===== config.mk =====
export PLATFORM = sky130hd
export DESIGN_NAME = call_stack_exclusive_time_top_flat
export DESIGN_NICKNAME = d
export VERILOG_FILES = /design/src/rtl/core/csx_pkg.sv /design/src/rtl/core/csx_if.sv /design/src/rtl/core/csx_stack.sv /design/src/rtl/core/csx_totals.sv /design/src/rtl/core/call_stack_exclusive_time_top.sv /design/src/flat_wrapper.sv
export SDC_FILE = /design/constraint.sdc
export NUM_CORES = 1
export LEC_CHECK = 0
export BUFFER_PORTS_ARGS = -buffer_cell sky130_fd_sc_hd__buf_2
export CELL_PAD_IN_SITES_DETAIL_PLACEMENT = 2
export CELL_PAD_IN_SITES_GLOBAL_PLACEMENT = 2
export CORE_MARGIN = 4
export CORE_UTILIZATION = 47
export DETAILED_ROUTE_END_ITERATION = 12
export MAX_ROUTING_LAYER = met4
export PLACE_DENSITY = 0.88
export SYNTH_ARGS = -nofsm -noshare
export SYNTH_HDL_FRONTEND = slang
export SYNTH_HIERARCHICAL = 1
export SYNTH_SLANG_ARGS = --single-unit

===== constraint.sdc =====
create_clock -name clk -period 12.6 [get_ports clk]
set_input_delay 2.52 -clock clk [delete_from_list [all_inputs] [get_ports clk]]
set_output_delay 2.52 -clock clk [all_outputs]
set_load 0.05 [all_outputs]

===== src/rtl/core/csx_pkg.sv =====
// Shared types and constants for the call stack exclusive-time profiler.
// Depends on nothing; every other file of the block imports it.
package csx_pkg;

  localparam int ID_W     = 4;
  localparam int TS_W     = 32;
  localparam int ID_COUNT = 2 ** ID_W;
  localparam int CHARGE_W = TS_W + 1;

  typedef enum logic [1:0] {
    STATUS_OK        = 2'd0,
    STATUS_OVERFLOW  = 2'd1,
    STATUS_UNDERFLOW = 2'd2
  } status_t;

  // One call stack entry: function id and the time it last resumed
  typedef struct packed {
    logic [ID_W-1:0] id;
    logic [TS_W-1:0] resume;
  } stack_entry_t;

  // Table update request passed from the stack stage to the totals stage
  typedef struct packed {
    logic [ID_W-1:0]     touched;
    logic [CHARGE_W-1:0] charge;
    logic                add;
    status_t             status;
  } charge_req_t;

endpackage


===== src/rtl/core/csx_if.sv =====
// Valid/ready channel interfaces for events in and results out.
// Depends on csx_pkg for field widths.
interface csx_event_if import csx_pkg::*; ();
  logic            valid;
  logic            ready;
  logic            action;
  logic [ID_W-1:0] func_id;
  logic [TS_W-1:0] timestamp;

  modport source (output valid, action, func_id, timestamp, input ready);
  modport sink   (input valid, action, func_id, timestamp, output ready);
endinterface

interface csx_result_if import csx_pkg::*; ();
  logic            valid;
  logic            ready;
  logic [ID_W-1:0] touched_id;
  logic [TS_W-1:0] total_time;
  logic [1:0]      status;

  modport source (output valid, touched_id, total_time, status, input ready);
  modport sink   (input valid, touched_id, total_time, status, output ready);
endinterface


===== src/rtl/core/csx_stack.sv =====
// Event input register and call stack: top two entries in registers, the rest
// in a memory with a prefetched third entry. Depends on csx_pkg and csx_if.
module csx_stack import csx_pkg::*; #(
  parameter int MAX_FUNCS   = 16,
  parameter int STACK_DEPTH = 16
) (
  input  logic        clk,
  input  logic        rst,
  input  logic        adv,
  csx_event_if.sink   evt,
  output logic        req_valid,
  output charge_req_t req
);

  localparam int CW = $clog2(STACK_DEPTH + 1);
  localparam int AW = (STACK_DEPTH > 1) ? $clog2(STACK_DEPTH) : 1;

  // Id reduction table, fixed at elaboration
  logic [ID_W-1:0] id_map [ID_COUNT];
  for (genvar g = 0; g < ID_COUNT; g++) begin : g_id_map
    assign id_map[g] = ID_W'(g % MAX_FUNCS);
  end

  logic            s1_valid;
  logic            s1_action;
  logic [ID_W-1:0] s1_id;
  logic [TS_W-1:0] s1_ts;

  logic [CW-1:0]   count;
  stack_entry_t    top;
  stack_entry_t    below;
  stack_entry_t    third_hold;
  stack_entry_t    third_q;
  logic            third_from_mem;
  stack_entry_t    third;
  stack_entry_t    stk_mem [STACK_DEPTH];

  logic            full;
  logic            empty;
  logic            do_push;
  logic            do_pop;
  logic [TS_W-1:0] elapsed;
  logic [TS_W-1:0] ts_inc;
  logic [AW-1:0]   wr_idx;
  logic [AW-1:0]   rd_idx;
  logic            wr_en;

  // Accept a new request whenever the input register is free or moving on
  assign evt.ready = !s1_valid || adv;

  always_ff @(posedge clk) begin
    if (rst) begin
      s1_valid <= 1'b0;
    end else if (evt.valid && evt.ready) begin
      s1_valid <= 1'b1;
    end else if (adv) begin
      s1_valid <= 1'b0;
    end
  end

  always_ff @(posedge clk) begin
    if (evt.valid && evt.ready) begin
      s1_action <= evt.action;
      s1_id     <= id_map[evt.func_id];
      s1_ts     <= evt.timestamp;
    end
  end

  // Stack condition and time arithmetic for the held request
  assign full    = (count == CW'(STACK_DEPTH));
  assign empty   = (count == '0);
  assign elapsed = (s1_ts >= top.resume) ? (s1_ts - top.resume) : '0;
  assign ts_inc  = (s1_ts == '1) ? s1_ts : (s1_ts + TS_W'(1));
  assign third   = third_from_mem ? third_q : third_hold;

  always_comb begin
    req.touched = s1_id;
    req.charge  = '0;
    req.add     = 1'b0;
    req.status  = STATUS_OK;
    do_push     = 1'b0;
    do_pop      = 1'b0;
    priority if (!s1_action && full) begin
      req.status = STATUS_OVERFLOW;
    end else if (!s1_action && empty) begin
      do_push = 1'b1;
    end else if (!s1_action) begin
      req.touched = top.id;
      req.charge  = {1'b0, elapsed};
      req.add     = 1'b1;
      do_push     = 1'b1;
    end else if (empty) begin
      req.touched = '0;
      req.status  = STATUS_UNDERFLOW;
    end else begin
      req.touched = top.id;
      req.charge  = {1'b0, elapsed} + CHARGE_W'(1);
      req.add     = 1'b1;
      do_pop      = 1'b1;
    end
  end

  assign req_valid = s1_valid;

  // Memory holds entries below the second; push spills the second entry down
  assign wr_idx = AW'({1'b0, count} - (CW + 1)'(2));
  assign rd_idx = AW'({1'b0, count} - (CW + 1)'(4));
  assign wr_en  = s1_valid && adv && do_push && ({1'b0, count} >= (CW + 1)'(2));

  always_ff @(posedge clk) begin
    if (rst) begin
      count          <= '0;
      third_from_mem <= 1'b0;
    end else if (s1_valid && adv) begin
      if (do_push) begin
        count          <= count + CW'(1);
        third_from_mem <= 1'b0;
      end else if (do_pop) begin
        count          <= count - CW'(1);
        third_from_mem <= 1'b1;
      end
    end
  end

  // Advance the cached top, second and third entries
  always_ff @(posedge clk) begin
    if (s1_valid && adv) begin
      if (do_push) begin
        top.id      <= s1_id;
        top.resume  <= s1_ts;
        below.id    <= top.id;
        below.resume <= s1_ts;
        third_hold  <= below;
      end else if (do_pop) begin
        top.id      <= below.id;
        top.resume  <= ts_inc;
        below       <= third;
      end
    end
  end

  always_ff @(posedge clk) begin
    if (wr_en) begin
      stk_mem[wr_idx] <= below;
    end
  end

  always_ff @(posedge clk) begin
    if (s1_valid && adv && do_pop) begin
      third_q <= stk_mem[rd_idx];
    end
  end

endmodule


===== src/rtl/core/csx_totals.sv =====
// Exclusive-time table with saturating update, write-to-read forwarding and
// the result register. Depends on csx_pkg and csx_if.
module csx_totals import csx_pkg::*; #(
  parameter int MAX_FUNCS = 16
) (
  input  logic        clk,
  input  logic        rst,
  input  logic        adv,
  input  logic        req_valid,
  input  charge_req_t req,
  csx_result_if.source res
);

  localparam int TW = (MAX_FUNCS > 1) ? $clog2(MAX_FUNCS) : 1;

  logic            s2_valid;
  charge_req_t     s2;
  logic [TS_W-1:0] tot_mem [MAX_FUNCS];
  logic            written [MAX_FUNCS];
  logic [TS_W-1:0] ram_q;
  logic            written_q;
  logic            fwd_sel;
  logic [TS_W-1:0] fwd_val;

  logic [TS_W-1:0] old_total;
  logic [TS_W+1:0] sum;
  logic [TS_W-1:0] new_total;
  logic [TW-1:0]   rd_addr;
  logic [TW-1:0]   wr_addr;
  logic            wr_en;

  assign rd_addr = TW'(req.touched);
  assign wr_addr = TW'(s2.touched);
  assign wr_en   = adv && s2_valid && s2.add;

  // Current total: forwarded value, stored value, or zero if never written
  assign old_total = fwd_sel ? fwd_val : (written_q ? ram_q : '0);
  assign sum       = {2'b00, old_total} + {1'b0, s2.charge};
  assign new_total = (sum[TS_W+1:TS_W] != 2'b00) ? '1 : sum[TS_W-1:0];

  always_ff @(posedge clk) begin
    if (rst) begin
      s2_valid <= 1'b0;
    end else if (adv) begin
      s2_valid <= req_valid;
    end
  end

  // Hold the request and its table read until the pipeline moves
  always_ff @(posedge clk) begin
    if (adv) begin
      s2        <= req;
      ram_q     <= tot_mem[rd_addr];
      written_q <= written[rd_addr];
      fwd_sel   <= wr_en && (wr_addr == rd_addr);
      fwd_val   <= new_total;
    end
  end

  always_ff @(posedge clk) begin
    if (wr_en) begin
      tot_mem[wr_addr] <= new_total;
    end
  end

  // Mark entries once written; unwritten ones read as zero
  always_ff @(posedge clk) begin
    if (rst) begin
      for (int i = 0; i < MAX_FUNCS; i++) begin
        written[i] <= 1'b0;
      end
    end else if (wr_en) begin
      written[wr_addr] <= 1'b1;
    end
  end

  // Result register
  always_ff @(posedge clk) begin
    if (rst) begin
      res.valid <= 1'b0;
    end else if (adv) begin
      res.valid <= s2_valid;
    end
  end

  always_ff @(posedge clk) begin
    if (adv) begin
      res.touched_id <= s2.touched;
      res.status     <= s2.status;
      if (s2.status == STATUS_UNDERFLOW) begin
        res.total_time <= '0;
      end else if (s2.add) begin
        res.total_time <= new_total;
      end else begin
        res.total_time <= old_total;
      end
    end
  end

endmodule


===== src/rtl/core/call_stack_exclusive_time_top.sv =====
// Channel  Dir  Fields
// evt      in   action, func_id, timestamp
// res      out  touched_id, total_time, status
//
// One event per cycle sustained while results are taken. A request is
// taken into the input/stack register, its table read is registered with
// it in the totals stage, and the result register loads from there.
// The stack top and the table entry for each event are forwarded between
// neighbouring events, so back-to-back events never wait on one another.
// A stalled result holds the whole pipeline; rst clears counts and flags.
// Top level of the call stack exclusive-time profiler.
// Depends on csx_pkg, csx_if, csx_stack and csx_totals.
module call_stack_exclusive_time_top import csx_pkg::*; #(
  parameter int MAX_FUNCS   = 16,
  parameter int STACK_DEPTH = 16
) (
  input  logic         clk,
  input  logic         rst,
  csx_event_if.sink    evt,
  csx_result_if.source res
);

  logic        adv;
  logic        req_valid;
  charge_req_t req;

  // Advance the pipeline whenever the result register is free or taken
  assign adv = !res.valid || res.ready;

  csx_stack #(
    .MAX_FUNCS   (MAX_FUNCS),
    .STACK_DEPTH (STACK_DEPTH)
  ) u_stack (
    .clk       (clk),
    .rst       (rst),
    .adv       (adv),
    .evt       (evt),
    .req_valid (req_valid),
    .req       (req)
  );

  csx_totals #(
    .MAX_FUNCS (MAX_FUNCS)
  ) u_totals (
    .clk       (clk),
    .rst       (rst),
    .adv       (adv),
    .req_valid (req_valid),
    .req       (req),
    .res       (res)
  );

endmodule

===== src/flat_wrapper.sv =====
// flat-port wrapper written by rule: the top's interface ports become plain ports
module call_stack_exclusive_time_top_flat import csx_pkg::*;
#(
  parameter int MAX_FUNCS   = 16,
  parameter int STACK_DEPTH = 16
)
  (clk, rst, evt_valid, evt_action, evt_func_id, evt_timestamp, evt_ready, res_valid, res_touched_id, res_total_time, res_status, res_ready);
  csx_event_if evt_i ();
  csx_result_if res_i ();
  input  logic clk;
  input  logic rst;
  input wire logic [$bits(evt_i.valid)-1:0] evt_valid;
  input wire logic [$bits(evt_i.action)-1:0] evt_action;
  input wire logic [$bits(evt_i.func_id)-1:0] evt_func_id;
  input wire logic [$bits(evt_i.timestamp)-1:0] evt_timestamp;
  output wire logic [$bits(evt_i.ready)-1:0] evt_ready;
  output wire logic [$bits(res_i.valid)-1:0] res_valid;
  output wire logic [$bits(res_i.touched_id)-1:0] res_touched_id;
  output wire logic [$bits(res_i.total_time)-1:0] res_total_time;
  output wire logic [$bits(res_i.status)-1:0] res_status;
  input wire logic [$bits(res_i.ready)-1:0] res_ready;
  assign evt_i.valid = evt_valid;
  assign evt_i.action = evt_action;
  assign evt_i.func_id = evt_func_id;
  assign evt_i.timestamp = evt_timestamp;
  assign evt_ready = evt_i.ready;
  assign res_valid = res_i.valid;
  assign res_touched_id = res_i.touched_id;
  assign res_total_time = res_i.total_time;
  assign res_status = res_i.status;
  assign res_i.ready = res_ready;
  call_stack_exclusive_time_top #(.MAX_FUNCS(MAX_FUNCS), .STACK_DEPTH(STACK_DEPTH)) u_core (.clk(clk), .rst(rst), .evt(evt_i), .res(res_i));
endmodule

-- Word-level counts from Yosys, hierarchy flattened
Memory sizes are Yosys's and may differ from the RTL's. A register that Yosys moved wholly into a read port is not among the register bits.
Index checks and enable logic that the tools add are counted.
Widths: inputs -> output; s select.
- register bits after elaboration: 261
- bits in writable memories: 1104
- ROM bits: 64
- input port bits: 41
- output and inout bits: 40
- logic and storage cells: 111
- memories kept: 4
- add/subtract/negate cells: 8
- magnitude comparators: 2
- eq/ne operators: 4
- mux-type cells: 42
- bitwise operators: 2
- reduce and logical (&&, ||, !) cells: 25
- memories (memory ; depth ; bits a word ; rd ports ; clocked after memory_dff ; wr ports ; line ; text):
    u_core.u_stack.stk_mem ; 16 ; 36 ; 1 ; 1 ; 1 ; csx_stack.sv:36 ; stack_entry_t stk_mem [STACK_DEPTH];
    u_core.u_totals.tot_mem ; 16 ; 32 ; 1 ; 1 ; 1 ; csx_totals.sv:18 ; logic [TS_W-1:0] tot_mem [MAX_FUNCS];
    (name not given) ; 16 ; 4 ; 1 ; 1 ; 0 ; csx_stack.sv:64 ; s1_id <= id_map[evt.func_id];
    u_core.u_totals.written ; 16 ; 1 ; 1 ; 1 ; 16 ; csx_totals.sv:19 ; logic written [MAX_FUNCS];
- operators with widths (cell ; number):
    $mux 32 ; 6
    $mux 36 ; 5
    $mux 38 ; 2
    $mux 40 ; 1
    $add 32x33->34 ; 1
    $mux 34 ; 1
    $add 32x1->33 const B ; 1
    $add 32x1->32 const B ; 1
    $eq 32x32->1 const B ; 1
    $ge 32x32->1 ; 1
    $sub 32x32->32 ; 1
    $mux 1 ; 21
    $logic_and 1x1->1 ; 10
    $mux 5 ; 2
    $mux 4 ; 2
    $reduce_bool 2->1 ; 3
    $add 5x1->5 const B ; 1
    $eq 5x5->1 const B ; 1
    $ge 5x2->1 const B ; 1
    $logic_not 5->1 ; 1
    $not 4->5 ; 1
    $sub 5x1->5 const B ; 1
    $eq 4x4->1 ; 1
    $mux 2 ; 2
    11 further kinds ; 15

-- Depth between registers and ports, before layout
Gate-level depths: netlist of run 1.
- depth after elaboration: 9
- mapped depth: 17
- gate-level depth less buffers: 17

-- Cells and area by module
The synthesis of run 1 kept the hierarchy.
- by module, submodules not included (module ; times used ; cells an instance ; area an instance (um^2) ; sequential area each (um^2)):
    csx_totals ; 1 ; 1378 ; 27101.0 ; 20059.2
    csx_stack ; 1 ; 898 ; 9738.1 ; 4614.4
    call_stack_exclusive_time_top ; 1 ; 1 ; 6.3 ; 0.0

-- Worst setup path after synthesis of run 1
OpenSTA, ideal clock, no wires.
- kind: in2reg
- start point: in res_ready
- end point: reg u_core.u_stack.count[4]
- library setup time: 117 ps
- arrival: 10582 ps
- data required time: 12483 ps
- setup slack: 1902 ps
- stages: 6
- buffers on the path: 0
- cell sequence: nand2b_1 nand2_1 nor3_1 nand2_1 xor2_1 nor2_1
- cells in the longest elaborated chain, start to end: 3
- ends and longest elaborated chain (what ; line ; text):
    start, declared ; flat_wrapper.sv:21 ; input wire logic [$bits(res_i.ready)-1:0] res_ready;
    $logic_or 1x1->1 ; call_stack_exclusive_time_top.sv:28 ; assign adv = !res.valid || res.ready;
    $logic_and 1x1->1 ; csx_stack.sv:114 ; end else if (s1_valid && adv) begin
    $reduce_and 2->1 (no line) ; -- ;
    end signal, assigned ; csx_stack.sv:116 ; count <= count + CW'(1);
    end signal, assigned ; csx_stack.sv:119 ; count <= count - CW'(1);
    end, declared ; csx_stack.sv:29 ; logic [CW-1:0] count;
Every way passes these cells.
A chain may end at the register's enable or synchronous reset.

-- Worst setup path after layout of run 1
- start point: reg u_core.u_stack.s1_ts[0]
- end point: reg u_core/u_totals/s2[17] (netlist bit) (data pin)
- cells in the longest elaborated chain, start to end: 5
- elaborated cells between the ends (all ways): 6
- those cells by class: 2 x add/sub; 1 x order compare; 3 x mux
- ends and longest elaborated chain (what ; line ; text):
    start, declared ; csx_stack.sv:27 ; logic [TS_W-1:0] s1_ts;
    start signal, assigned ; csx_stack.sv:65 ; s1_ts <= evt.timestamp;
    $sub 32x32->32 or $ge 32x32->1 (tied branches) ; csx_stack.sv:72 ; assign elapsed = (s1_ts >= top.resume) ? (s1_ts - top.resume) : '0;
    $mux 32 (*) ; csx_stack.sv:72 ;
    $add 32x1->33 ; csx_stack.sv:97 ; req.charge = {1'b0, elapsed} + CHARGE_W'(1);
    $mux 34 ; csx_stack.sv:92 ; end else if (empty) begin
    $mux 38 (*) ; csx_stack.sv:87 ; end else if (!s1_action) begin
    end signal, assigned ; csx_totals.sv:52 ; s2 <= req;
    end, declared ; csx_totals.sv:17 ; charge_req_t s2;
Mark *: on every way between the ends. The rest lies on a longest branch, timed or not.

==> qor.log, run 1 <==
[outcome] outcome completed
[worst_hold_path] worst min-delay path category reg2reg
[power_and_ir_drop] maximum vdd drop 122 uV
[yosys] cell area after synthesis 0.0368 sq mm
[setup_path] sort of element at the end of the critical path flip-flop
[power_and_ir_drop] Switch Pwr 2.36 mW
[global_routing] number of antenna violations at the first check in global routing 2
[yosys] count of distinct cell types in the synthesized netlist 97
[setup_path] Worst Setup Start Kind flip-flop
[floorplan] initial cell density of the core 47.5%
[clocking] CTS Sinks 830
[setup_path] class of the most critical setup path reg2reg
[routing] Highest Signal Layer met4
[timing] Final Cycle Share 53.4%
[clocking] Root Buffer clkbuf_16
[routing] wire length on met3 13.8 mm
[place] global placer's final weighted congestion 0.905
[yosys] average instance area after synthesis 16.2 sq um
[yosys] cells taking the most area after synthesis edfxtp_1 66%, mux4_2 11%, ha_1 2.4%
[cells_and_area] fin cells 3,500
[place] post-placement cell count 3,335
[clocking] clock buffer count from CTS 89
[clocking] post-cts gate resize count 0
[global_routing] pin count of the biggest net entering global routing 74
[timing] total of endpoints with negative setup slack in the final report 0
[cells_and_area] ratio of cells with drive above 1 in the final layout 21.6%
[place] total of buffers placed on input and output ports 80
[setup_path] Critical Path AT 7.08 ns
[power_and_ir_drop] relative contribution of combinational cells to total power 18.8%
[floorplan] IO Pins 81
[floorplan] Std-Cell Rows 102
[global_routing] global-route wire length before repair 210 mm
[timing] setup repair after global routing missed its margin no
[floorplan] chip height 288 um
[clocking] CTS tree done
[power_and_ir_drop] part of the total power dissipated in the clock network 36.2%
[routing] total via count after detailed routing 24,980
[routing] Detail Route met2 WL 71.8 mm
[clocking] Clock Path Buffers 3
[timing] sum of negative setup slack 0 ns
[yosys] nets in the synthesized netlist 2,392
[cells_and_area] Nets 2,501
[setup_path] Max Fanout on Critical Path 5
[yosys] Synth Flop Type edfxtp_1
[job] Max Cap Viol 0
[routing] per-cell via count in the routed design 7.14
[cells_and_area] Layout Utilization 53.5%
[yosys] Yosys warning count 6
[timing] Max Transition Viols Final 0
[yosys] count of flip-flops with a built-in enable after synthesis 805
[setup_path] WP data required 12.96 ns
[clocking] Skew-Pair Late Insertion Delay 0.66 ns
[clocking] # H-tree levels 3
[clocking] Post CTS Setup Buffer Count 0
[power_and_ir_drop] Power per Cell Area 185 mW/mm^2
[clocking] Reg clk slew, reported paths 0.07 ns
[timing] transition time at the pin with the least slew margin 1.37 ns
[routing] iteration count of the initial detailed-routing pass 5
[power_and_ir_drop] part of the total power dissipated in sequential elements 45.0%
[routing] post-detailed-routing wire length 148 mm
[routing] remaining design rule violation count 0
[clocking] number of hold buffers added after cts 0
[yosys] area share of the largest cell type after synthesis 65.6%
[routing] final antenna-violating net count 0
[cells_and_area] Design Area, Final 0.0415 sq mm
[timing] Fin. Hold Viols 0
[global_routing] total routing usage reported by global routing 36.8%
[cells_and_area] relative area change from synthesis to final layout 12.6%
[yosys] library cell with the highest instance count after synthesis edfxtp_1
[yosys] leading post-synthesis cells by instance count 805 x edfxtp_1, 190 x nor2_1, 185 x mux4_2, 162 x nand2_1, 81 x a21oi_1
[timing] maximum clock rate 149 MHz
[floorplan] Die X-Extent 288 um
[yosys] Post-Syn Instances 2,277
[routing] Routed wire per std cell 42.4 um
[power_and_ir_drop] internal power contribution 5.32 mW
[timing] post-layout min period 6.73 ns
[timing] Worst Clk Skew 0.0385 ns
[cells_and_area] number of filler instances in the final layout 6,888
[yosys] cell taking the most area after synthesis edfxtp_1
[global_routing] number of global-route vias before repair 26,528
[power_and_ir_drop] leak pwr 14.2 nW
[power_and_ir_drop] Tot Pwr 7.67 mW
[global_routing] global-route congestion overflow total 0
[yosys] flop and latch count out of synthesis 830
[power_and_ir_drop] Net Sw Frac 30.7%
[timing] relative max-transition margin 8.16%
[floorplan] Die Area 0.0829 sq mm
[place] placed wire-length estimate 84.9 mm
[place] standard cell area after detailed placement 0.0385 sq mm
[routing] routed metal-1 wire length 53.2 mm
[routing] Starting DRT DRC Count 3,504
[floorplan] core region area 0.0776 sq mm
[yosys] fraction of the yosys area taken by sequential cells 67.0%
[yosys] proportion of synthesized flip-flops having asynchronous set or reset 0%
-- worst max-delay path, cell delays in order (launching register included) --
cell and delay [ns]:
edfxtp_1 0.40, inv_1 0.10, ha_1 0.23, fa_1 0.43, nand2b_1 0.24, a21oi_2 0.38, a31oi_1 0.40, a31oi_1 0.39
nor2_1 0.20, nor2_1 0.39, ha_1 0.29, nand3_1 0.17, nor3_1 0.47, nand2_1 0.31, nor3_1 0.93, nand3_1 0.29
xor2_1 0.26, nor2_1 0.53
-- logic make-up (layout without fill, tap and decap cells) --
kind of cell             after synthesis  after routing  synth area share, %
AND/OR/NAND/NOR                      589            589                 7.90
XOR/XNOR                             103            103                 2.47
AO/OA/AOI/OAI                        329            329                 6.62
multiplexers                         201            201                 11.8
adder cells (fa/ha/maj)               74             74                 2.57
flip-flops                           830            830                 67.0
other                                  0              2                    0
buffers and inverters                151            332                 1.71
-- cells in the final DEF, fill, tap and decap left out, types with 32 or more instances in the layout --
cell type,count
nand3_1,42
clkbuf_16,91
edfxtp_1,805
o21ai_0,52
xnor2_1,60
mux4_2,185
a22o_1,32
nand2_1,162
ha_1,71
nor3_1,33
buf_2,80
nor2_1,177
a21oi_1,79
inv_1,53
buf_4,35
xor2_1,42
-- power by group through the flow --
stage          Combinational, mW  Sequential, mW  Clock (mW)
2_1_floorplan              0.797            3.54           0
3_3_place_gp                1.20            3.46           0
3_5_place_dp                1.34            3.50           0
4_1_cts                     1.41            3.45        2.81
5_1_grt                     1.48            3.46        2.92
6_report                    1.44            3.46        2.78
-- state kept, by name, summed over array words and instances (netlist names), 5 cells and up --
register and flops:
u_core/u_totals/s2 36, u_core/u_totals/res.total_time 32, u_core/u_stack/stk_mem 64, u_core/u_totals/tot_mem 512
u_core/u_stack/s1_ts 32, u_core/u_totals/fwd_val 32, u_core/u_stack/count 5, u_core/u_totals/ram_q 32
u_core/u_stack/top 36, u_core/u_totals/written 16
-- path summary, 6_finish.rpt --
| check | end | slack (ns) | from | depth (start not counted) |
|---|---|---|---|---|
| setup / recovery | u_core/u_totals/s2[17] | 5.87 | u_core/u_stack/s1_ts[0] | 17 |
| hold reg to reg | u_core/u_totals/written[2] | 0.49 | u_core/u_totals/written[2] | 2 |
| hold / removal | u_core/u_totals/written[2] | 0.49 | u_core/u_totals/written[2] | 2 |
| setup reg to reg | u_core/u_totals/s2[17] | 5.87 | u_core/u_stack/s1_ts[0] | 17 |
-- cell type report --
class	count	area, sq um	area share, %
Antenna cell	2	5.00	0.0121
Clock buffer	108	2380	5.74
Clock inverter	55	564	1.36
Inverter	54	203	0.488
Multi-Input combinational cell	1296	11700	28.2
Sequential cell	830	24700	59.4
Tap cell	1040	1300	3.14
Timing Repair Buffer	115	663	1.60
-- layer usage --
metal / global-route usage (%) / vias to the layer above
met5: - / -
met4: 19.2 / 0
met3: 7.24 / 594
met2: 59.2 / 1971
met1: 44.4 / 13130
li1: - / 9285
-- per-stage QoR --
| step | worst slack, ns | hold WS, ns |
|---|---|---|
| after floorplan | 1.90 | 0.418 |
| after global placement | 6.87 | 0.438 |
| after detailed placement | 6.57 | 0.476 |
| after CTS | 6.20 | 0.486 |
| after global routing | 5.72 | 0.524 |
| final | 5.87 | 0.489 |
(Power assumes the default switching activity.)
==> inputs of run 2 (changes only) <==
Settings changed: CORE_UTILIZATION 47 to 43, PLACE_DENSITY 0.88 to 0.85.
Clock period 12.6 ns to 5.4 ns, I/O delays scaled along.
==> qor.log, run 2 (synthesis results as in run 1) <==
[setup_path] class of the most critical setup path reg2reg
[setup_path] Crit path largest cell delay 0.92 ns
[cells_and_area] commonest cells after routing, fill and taps aside 805 x edfxtp_1, 185 x mux4_2, 177 x nor2_1
[cells_and_area] relative area change from synthesis to final layout 13.0%
[timing] worst slack on hold paths 0.505 ns
[global_routing] number of global-route vias before repair 25,383
[global_routing] total routing usage reported by global routing 29.6%
[cells_and_area] register containing the most flip-flops in the final layout u_core/u_totals/tot_mem
[power_and_ir_drop] maximum vdd drop 281 uV
[floorplan] core region area 0.0851 sq mm
[routing] iteration count of the initial detailed-routing pass 5
[cells_and_area] max FFs per register 512
[routing] post-detailed-routing wire length 131 mm
[place] worst slack at placement 0.0586 ns
[clocking] Root Buffer clkbuf_16
[clocking] CTS tree done
[global_routing] GR Layer Usage met2 48.4%
[setup_path] cell class contributing the biggest share of worst-path delay compound AO/OA/AOI/OAI gates
[floorplan] Die Area 0.0904 sq mm
[setup_path] slowest stage cell on the critical path o21ai_0
[cells_and_area] Nets 2,505
[global_routing] global-route congestion overflow total 0
[setup_path] library cell appearing most often on the critical path nand2_1
[setup_path] sort of element at the end of the critical path flip-flop
[timing] Max Transition Viols Final 0
[place] total of buffers placed on input and output ports 80
[clocking] Reg clk slew, reported paths 0.07 ns
[timing] Worst Clk Skew 0.0360 ns
[setup_path] buffers plus inverters on the worst setup path 1
[floorplan] IO Pins 81
[setup_path] Critical Path AT 5.36 ns
[outcome] outcome completed
[timing] maximum clock rate 194 MHz
[global_routing] number of antenna violations at the first check in global routing 0
[routing] per-cell via count in the routed design 6.58
[clocking] CTS Sinks 830
[routing] Routed wire per std cell 36.4 um
[job] Max Cap Viol 0
[clocking] Clock Path Buffers 3
[floorplan] Die X-Extent 301 um
[global_routing] gr busiest metal met2
[timing] setup repair after global routing missed its margin no
[timing] post-layout min period 5.15 ns
[setup_path] Max Fanout on Critical Path 17
[floorplan] initial cell density of the core 43.3%
[cells_and_area] Design Area, Final 0.0416 sq mm
[cells_and_area] most common cell after layout, fill and taps aside edfxtp_1
[global_routing] met1 Track Usage GR 36.2%
[setup_path] cell-by-cell listing of the critical path nor2b_2 > buf_4 > a22o_1 > ha_1 > nand2_1 > a21o_1 > nand2_1 > nand4_1 > o21ai_0 > a21oi_1 > xor2_1 > nand2_1
[floorplan] Std-Cell Rows 107
[clocking] Skew-Pair Late Insertion Delay 0.67 ns
[timing] Fin. Hold Viols 0
[timing] transition time at the pin with the least slew margin 1.18 ns
[clocking] # H-tree levels 3
[timing] sum of negative setup slack 0 ns
[floorplan] chip height 301 um
[timing] relative max-transition margin 21.6%
[place] placed wire-length estimate 80.5 mm
[power_and_ir_drop] Power per Cell Area 417 mW/mm^2
[setup_path] WP data required 5.62 ns
[routing] remaining design rule violation count 0
[global_routing] global-route track usage on met3 4.89%
[global_routing] global-route wire length before repair 189 mm
[cells_and_area] ratio of cells with drive above 1 in the final layout 21.3%
[clocking] clock buffer count from CTS 87
[setup_path] Worst Setup Start Kind flip-flop
[timing] total of endpoints with negative setup slack in the final report 0
[cells_and_area] largest registers in the final layout u_core/u_totals/tot_mem: 512 flops, u_core/u_stack/stk_mem: 64 flops
[routing] Starting DRT DRC Count 2,968
[timing] Final Cycle Share 95.3%
[routing] final antenna-violating net count 0
[place] global placer's final weighted congestion 0.868
[global_routing] pin count of the biggest net entering global routing 135
[timing] PnR worst setup slack 0.255 ns
[power_and_ir_drop] leak pwr 14.1 nW
[worst_hold_path] worst min-delay path category reg2reg
[place] standard cell area after detailed placement 0.0388 sq mm
[routing] total via count after detailed routing 23,697
==> run 2: cell count changes in the layout (fill, tap and decap cells not counted), sizes merged <==
cell,change
buf,+6
bufinv,-3
clkbuf,+2
clkinv,-5
clkinvlp,-2
diode,-1
inv,-1
==> run 2: final timing paths <==
kind	from	end	slack, ns	cells after the start
hold reg to reg	u_core/u_totals/written[15]	u_core/u_totals/written[15]	0.50	2
setup reg to reg	u_core/u_totals/fwd_sel	u_core/u_totals/tot_mem[3][23]	0.25	12
hold / removal	u_core/u_totals/written[15]	u_core/u_totals/written[15]	0.50	2
setup / recovery	u_core/u_totals/fwd_sel	u_core/u_totals/tot_mem[3][23]	0.25	12
==> run 2: area by class of cell <==
cell class,instances,area [sq um]
Sequential cell,830,24700
Fill cell,7740,43500
Clock inverter,44,428
Antenna cell,1,2.50
Tap cell,1144,1430
Multi-Input combinational cell,1296,11800
Inverter,54,203
Clock buffer,110,2360
Timing Repair Buffer,121,758
==> run 2: what timing repair did <==
| action | CTS | global route |
|---|---|---|
| buffers inserted | 0 | 0 |
| hold buffers | 0 | 0 |
| gates cloned | 0 | 0 |
| gates resized for setup | 1 | 5 |
| endpoints found under the setup margin | 1 | 3 |
| endpoints found under the hold margin | 0 | 0 |
==> run 2: stage by stage <==
| stage | cells | utilization (%) | power, mW |
|---|---|---|---|
| after global routing | 3599 | 48.9 | 17.9 |
| final | 3600 | 48.9 | 17.4 |
| after CTS | 3599 | 48.8 | 17.4 |
| after floorplan | 2277 | - | 10.1 |
| after detailed placement | 3445 | 45.6 | 11.3 |
| after global placement | 3445 | 45.6 | 11.0 |
==> run 2: worst register-to-register path: stages (launching register included) <==
cell and delay (ns):
edfxtp_1 0.43, nor2b_2 0.37, buf_4 0.39, a22o_1 0.29
ha_1 0.29, nand2_1 0.28, a21o_1 0.26, nand2_1 0.14
nand4_1 0.16, o21ai_0 0.92, a21oi_1 0.23, xor2_1 0.43
nand2_1 0.53
==> run 2: metal layers <==
layer,wire length (um),up-vias
li1,-,9295
met1,49500,12649
met2,64500,1359
met3,9590,394
met4,7480,0
met5,0,-
==> run 2: power breakdown <==
| group | internal [mW] | total [mW] | leakage (nW) | switching (mW) |
|---|---|---|---|---|
| Clock | 3.39 | 6.06 | 1.36 | 2.67 |
| Sequential | 7.74 | 8.07 | 7.94 | 0.331 |
| Combinational | 1.09 | 3.23 | 4.84 | 2.14 |
